[src/rtl/core/lccg_isqrt.sv]
// ----------------------------------------------------------------------------
// lccg_isqrt - pipelined floor square root
// One root bit per stage, with a sideband word carried alongside.
// ----------------------------------------------------------------------------
`default_nettype none
module lccg_isqrt #(
	parameter int SW = 50,
	parameter int SB = 8
) (
	input  wire logic              clk,
	input  wire logic              arst_n,
	input  wire logic              en,
	input  wire logic              in_valid,
	input  wire logic [SW-1:0]     radicand,
	input  wire logic [SB-1:0]     in_side,
	output logic                   out_valid,
	output logic [SW/2-1:0]        root,
	output logic [SB-1:0]          out_side
);
	localparam int RW = SW / 2;

	logic            v_s    [RW+1];
	logic [SW-1:0]   rad_s  [RW+1];
	logic [RW+1:0]   rem_s  [RW+1];
	logic [RW-1:0]   root_s [RW+1];
	logic [SB-1:0]   side_s [RW+1];

	assign v_s[0]    = in_valid;
	assign rad_s[0]  = radicand;
	assign rem_s[0]  = '0;
	assign root_s[0] = '0;
	assign side_s[0] = in_side;

	for (genvar k = 1; k <= RW; k++) begin : g_stage
		logic [RW+1:0] r2, trial;
		logic          take;
		assign r2    = {rem_s[k-1][RW-1:0], rad_s[k-1][SW-1 -: 2]};
		assign trial = {root_s[k-1], 2'b01};
		assign take  = (r2 >= trial);

		always_ff @(posedge clk or negedge arst_n) begin
			if (!arst_n) begin
				v_s[k] <= 1'b0;
			end else if (en) begin
				v_s[k] <= v_s[k-1];
			end
		end

		always_ff @(posedge clk) begin
			if (en) begin
				rad_s[k]  <= {rad_s[k-1][SW-3:0], 2'b00};
				rem_s[k]  <= take ? (r2 - trial) : r2;
				root_s[k] <= {root_s[k-1][RW-2:0], take};
				side_s[k] <= side_s[k-1];
			end
		end
	end

	assign out_valid = v_s[RW];
	assign root      = root_s[RW];
	assign out_side  = side_s[RW];
endmodule
`default_nettype wire

[config.mk]
export PLATFORM = sky130hd
export DESIGN_NAME = lccg_isqrt
export DESIGN_NICKNAME = d
export VERILOG_FILES = /design/src/rtl/core/lccg_isqrt.sv
export SDC_FILE = /design/constraint.sdc
export NUM_CORES = 2
export LEC_CHECK = 0
export ABC_AREA = 1
export BUFFER_PORTS_ARGS = -buffer_cell sky130_fd_sc_hd__buf_2
export CELL_PAD_IN_SITES_DETAIL_PLACEMENT = 1
export CELL_PAD_IN_SITES_GLOBAL_PLACEMENT = 1
export CORE_UTILIZATION = 25
export DETAILED_ROUTE_END_ITERATION = 16
export PLACE_DENSITY_LB_ADDON = 0.1
export SLEW_MARGIN = 25
export SYNTH_ARGS = -nofsm -noshare
export SYNTH_HDL_FRONTEND = slang
export SYNTH_SLANG_ARGS = --single-unit
[constraint.sdc]
create_clock -name clk -period 2.6 [get_ports clk]
set_input_delay 0.52 -clock clk [delete_from_list [all_inputs] [get_ports clk]]
set_output_delay 0.52 -clock clk [all_outputs]
set_load 0.005 [all_outputs]
# Yosys cells after proc, flatten, opt, wreduce, memory -nomap -nowiden
# Cells that the tools add are included.
[word_totals]
ff_bits = 1728
inputBits = 62
word_cells = 197
[classes]
n_addsub = 24
order_cmp = 25
muxes = 24
[op_table]
columns = ["cell", "count"]
rows = [
  ["2-to-1 mux 25 bit", 23],
  ["greater-or-equal comparator 27 x 10 -> 1 bit", 1],
  ["greater-or-equal comparator 27 x 11 -> 1 bit", 1],
  ["greater-or-equal comparator 27 x 12 -> 1 bit", 1],
  ["greater-or-equal comparator 27 x 13 -> 1 bit", 1],
  ["greater-or-equal comparator 27 x 14 -> 1 bit", 1],
  ["greater-or-equal comparator 27 x 15 -> 1 bit", 1],
  ["greater-or-equal comparator 27 x 16 -> 1 bit", 1],
  ["greater-or-equal comparator 27 x 17 -> 1 bit", 1],
  ["greater-or-equal comparator 27 x 18 -> 1 bit", 1],
  ["greater-or-equal comparator 27 x 19 -> 1 bit", 1],
  ["greater-or-equal comparator 27 x 20 -> 1 bit", 1],
  ["greater-or-equal comparator 27 x 21 -> 1 bit", 1],
  ["greater-or-equal comparator 27 x 22 -> 1 bit", 1],
  ["greater-or-equal comparator 27 x 23 -> 1 bit", 1],
  ["greater-or-equal comparator 27 x 24 -> 1 bit", 1],
  ["greater-or-equal comparator 27 x 25 -> 1 bit", 1],
  ["greater-or-equal comparator 27 x 26 -> 1 bit", 1],
  ["greater-or-equal comparator 27 x 3 -> 1 bit", 1],
  ["greater-or-equal comparator 27 x 4 -> 1 bit", 1],
  ["greater-or-equal comparator 27 x 5 -> 1 bit", 1],
  ["greater-or-equal comparator 27 x 6 -> 1 bit", 1],
  ["greater-or-equal comparator 27 x 7 -> 1 bit", 1],
  ["greater-or-equal comparator 27 x 8 -> 1 bit", 1],
  ["other kinds (27)", 27],
]

# Longest topological paths before layout
[depth]
ltp_word = 2
mapped_depth = 15
depth_no_buf = 14

# Worst setup path after synthesis
# OpenSTA, ideal clock, no wires.
[synth_timing]
kind = "register to register"
startpoint = "register rem_s (netlist bit g_stage[2].r2[2])"
endpoint = "register rem_s (netlist bit g_stage[3].r2[21]) (data pin)"
arrival_ps = 1793
required_time_ps = 2331
setup_slack_ps = 538
stages_incl_launch_ff = 9
n_path_buf = 1
period_less_slack_ps = 2062
cell_sequence = "edfxtp_1 ha_1 a21oi_1 nand2_1 inv_1 ha_1 and2_0 clkbuf_1 o21ai_0"
[synth_via]
elab_chain_cells = 2
elab_cells_between_ends = 3
classes_between = "1 x add/sub; 1 x order compare; 1 x mux"
[synth_lines]
columns = ["item", "line_no", "source"]
rows = [
  ["start: declaration", "24", "logic [RW+1:0] rem_s [RW+1];"],
  ["start signal: indexed assignment", "52", "rem_s[k] <= take ? (r2 - trial) : r2;"],
  ["subtractor 25 x 3 -> 25 bit / greater-or-equal comparator 27 x 3 -> 1 bit (equally long branches)", "52, 39", ""],
  ["2-to-1 mux 25 bit *", "52", ""],
]
# Mark *: on every way between the ends. The rest lies on a longest branch, timed or not.
# A chain may end at the register's enable or synchronous reset.

# Worst setup path in the final report
[layout_timing]
startpoint = "register root_s (netlist bit g_stage[15].trial[3])"
endpoint = "register rem_s (netlist bit g_stage[16].r2[4]) (data pin)"
[layout_via]
elab_chain_cells = 2
[layout_lines]
columns = ["item", "line_no", "source"]
rows = [
  ["start: declaration", "25", "logic [RW-1:0] root_s [RW+1];"],
  ["start signal: indexed assignment", "53", "root_s[k] <= {root_s[k-1][RW-2:0], take};"],
  ["greater-or-equal comparator 27 x 16 -> 1 bit", "39", "assign take = (r2 >= trial);"],
  ["2-to-1 mux 25 bit", "52", ""],
]
# Every way passes these cells.

==> results.cfg <==
[global_routing]
antenna_found_initial = 1
grt_overflow_total = 0
grt_pass1_vias = 69500
grt_pass1_wl_um = 421300
grt_use_total_pct = 15.09
grt_max_degree = 99

[cells_and_area]
nets = 10910
fillers = 41040
drive_gt1_share_pct = 9.693
multi_input_area_mm2 = 0.03111
regArea_mm2 = 0.05146
syn_to_final_growth_pct = 18.95

[power]
p_clk_share_pct = 35.1
ir_drop_mv = 0.5539
seqPwrFrac_pct = 44.3
p_leak_nw = 46.97
p_int_mw = 56.25
swShare_pct = 30.86
p_comb_share_pct = 20.7
power.density_mw_per_mm2 = 764.6
p_switching_mw = 25.11

[synthesis]
avgSynthCellArea_um2 = 9.132
seq_area_frac_synth_pct = 57.53
syn_inst = 9796
async_flop_share_pct = 1.455
synthFlopType = edfxtp_1
ys_ff_latch = 1718
yosys.cell_types.count = 56
yosys_warnings = 0
synth_nets = 10210
synth_enable_flop_cells = 1693
netlist_area_mm2 = 0.08946

[clocking]
cts-htree-levels = 4
clockBufferDepth = 4
cts_buffers = 210
path_clk_slew_ns = 0.06
cts.sinks = 1718
clk_latency_ns = 0.93
root_buffer = clkbuf_16
cts_tree = yes

[floorplan]
die_w_um = 600.2
dieArea_mm2 = 0.3602
fp.dieH_um = 600.2
boundaryPins = 96
start_util_pct = 25.13
rows = 219
coreArea_mm2 = 0.3559

[sta]
drv_slew = 0
whs_ns = 0.2161
slew_headroom_pct = 50.04
finalClockSkew_ns = 0.09648
grt_setup_unrepaired = false
setup_violations = 0
max_freq_mhz = 397.5
final_hold_viol_count = 0
worstMarginPinSlew_ns = 0.7416
finalCriticalPeriod_ns = 2.515
finalCritPeriodShare_pct = 96.75
tns_ns = 0

[detailed_routing]
routed-via-count = 65690
first_pass_iters = 11
wl_per_cell_um = 17.71
wirelength_um = 273100
drt_iter0_drc = 3429
drc = 4
vias_per_cell = 4.259
drtAntennaViolNets = 0

[run_status]
status = finished, violations left
violations = DRC

[placement]
io_buffer_count = 95
routabilityCongestion = 0.8220
hpwlAfterDp_um = 215700

[worst_setup_path]
critPathLaunchType = register
crit_fanout = 10
crit_arrival_ns = 3.10
critical_path_class = register to register
crit_path_end_kind = register
cp_data_required_time_ns = 3.18
worst-r2r-cell-count = 12

[worst_hold_path]
hold_path_class = input pin to async pin

[job]
max_cap_viol_count = 0
-- cells in the final DEF (no fill, tap or decap), types with 55 or more instances in the layout --
cell type      instances
nand3_1              563
nand2_1             3359
buf_4                366
ha_1                 339
inv_1               1675
nand3b_1              86
dlygate4sd3_1         62
a21oi_1              295
xor2_1               155
nor3_1                69
buf_2                 94
edfxtp_1            1693
clkinv_1              55
clkbuf_16            214
o21ai_0              119
nand4_1              187
xnor2_1               55
nor2_1               755
-- state kept, by name, indices dropped and copies added (netlist names) --
signal / cells
g_stage.r2: 616
g_stage.trial: 300
out_side: 8
out_valid: 1
rad_s: 552
root: 25
side_s: 192
v_s: 24
-- stage by stage --
stage | cell area [um^2] | util (%) | cells | power [mW] | setup slack [ns]
floorplan | 89460 | - | 9796 | 46.22 | 0.5378
global placement | 98730 | 27.74 | 14950 | 53.42 | -0.1329
detailed placement | 98730 | 27.74 | 14950 | 53.63 | -0.1176
CTS | 106100 | 29.81 | 15410 | 83.16 | 0.002413
global route | 106400 | 29.89 | 15420 | 86.40 | 0.002581
finish | 106400 | 29.89 | 15420 | 81.36 | 0.08454
-- per-layer routing --
metal	vias to the layer above	GRT usage, %	wire [um]
met1	31660	20.31	130000
met2	576	25.88	130800
met5	-	0	0
li1	33150	-	-
met4	0	3.356	5461
met3	295	1.708	6888
-- cells by family after synthesis --
| kind of cell | Yosys count | synth area share, % |
|---|---|---|
| adder cells (fa/ha/maj) | 351 | 4.909 |
| flip-flops | 1718 | 57.53 |
| XOR/XNOR | 210 | 2.056 |
| multiplexers | 1 | 0.01259 |
| buffers and inverters | 1784 | 7.899 |
| AND/OR/NAND/NOR | 5196 | 24.25 |
| AO/OA/AOI/OAI | 535 | 3.344 |
| other | 1 | 0.004192 |
-- critical path: stages (launching register included) --
cell	delay (ns)
edfxtp_1	0.46
inv_1	0.08
ha_1	0.36
nand2_1	0.12
inv_1	0.09
nand3_1	0.07
nor2_1	0.28
nand3_1	0.17
nand3_1	0.13
a21oi_2	0.05
buf_4	0.19
nand2_1	0.07
nand2_1	0.09
-- layout make-up --
type                            count  area share [%]
Antenna cell                        3        0.007055
Clock buffer                      257           5.184
Clock inverter                    128           1.048
Inverter                         1695           5.984
Multi-Input combinational cell   6295           29.23
Sequential cell                  1718           48.37
Tap cell                         4751           5.586
Timing Repair Buffer              575           4.592
-- final timing paths --
| kind | startpoint | to | slack [ns] |
|---|---|---|---|
| worst min register to register | rad_s[447] | g_stage[19].r2[1] | 0.33 |
| max in group asynchronous | arst_n | v_s[4] | 2.00 |
| worst max register to register | g_stage[15].trial[3] | g_stage[16].r2[4] | 0.08 |
| worst max-delay path | g_stage[15].trial[3] | g_stage[16].r2[4] | 0.08 |
| min in group clk | radicand[10] | rad_s[1212] | 0.30 |
| worst min-delay path | arst_n | v_s[20] | 0.22 |
-- power groups by stage --
stage / logic [mW] / clock network [mW] / registers (mW)
6_report: 16.8 / 28.5 / 36.0
5_1_grt: 19.3 / 30.8 / 36.3
4_1_cts: 17.1 / 29.9 / 36.2
3_5_place_dp: 16.9 / 0 / 36.7
3_3_place_gp: 16.7 / 0 / 36.7
2_1_floorplan: 10.8 / 0 / 35.4
-- Yosys cell counts (all sizes together), types with 2 or more instances --
cell / number / area, um^2
a21oi: 342 / 1888
inv: 1693 / 6357
buf: 80 / 664.4
dfrtp: 25 / 625.6
nor4: 5 / 31.28
o211ai: 5 / 51.30
a21o: 2 / 15.01
o21a: 2 / 15.01
and2: 23 / 143.9
and3: 4 / 25.02
ha: 351 / 4392
nor2: 826 / 3313
nand2: 3381 / 12760
nor3: 74 / 401.6
xnor2: 55 / 481.7
nor3b: 5 / 37.54
o21ai: 166 / 875.8
xor2: 155 / 1358
nand3: 578 / 2993
nand3b: 86 / 645.6
or2: 25 / 156.4
o21bai: 12 / 93.84
edfxtp: 1693 / 50840
clkbuf: 9 / 37.53
nand4: 187 / 1170
a21boi: 2 / 18.77
clkinv: 2 / 7.510
o2111ai: 3 / 26.28
-- repair_timing --
item / in CTS / in global routing
pin swaps: 2 / 5
resized for setup: 4 / 50
setup endpoints to repair: 25 / 218
hold buffers: 62 / 0
setup buffers: 7 / 13
gates cloned: 1 / 0
hold endpoints to repair: 86 / 0
Power figures use the tool's default switching activity.
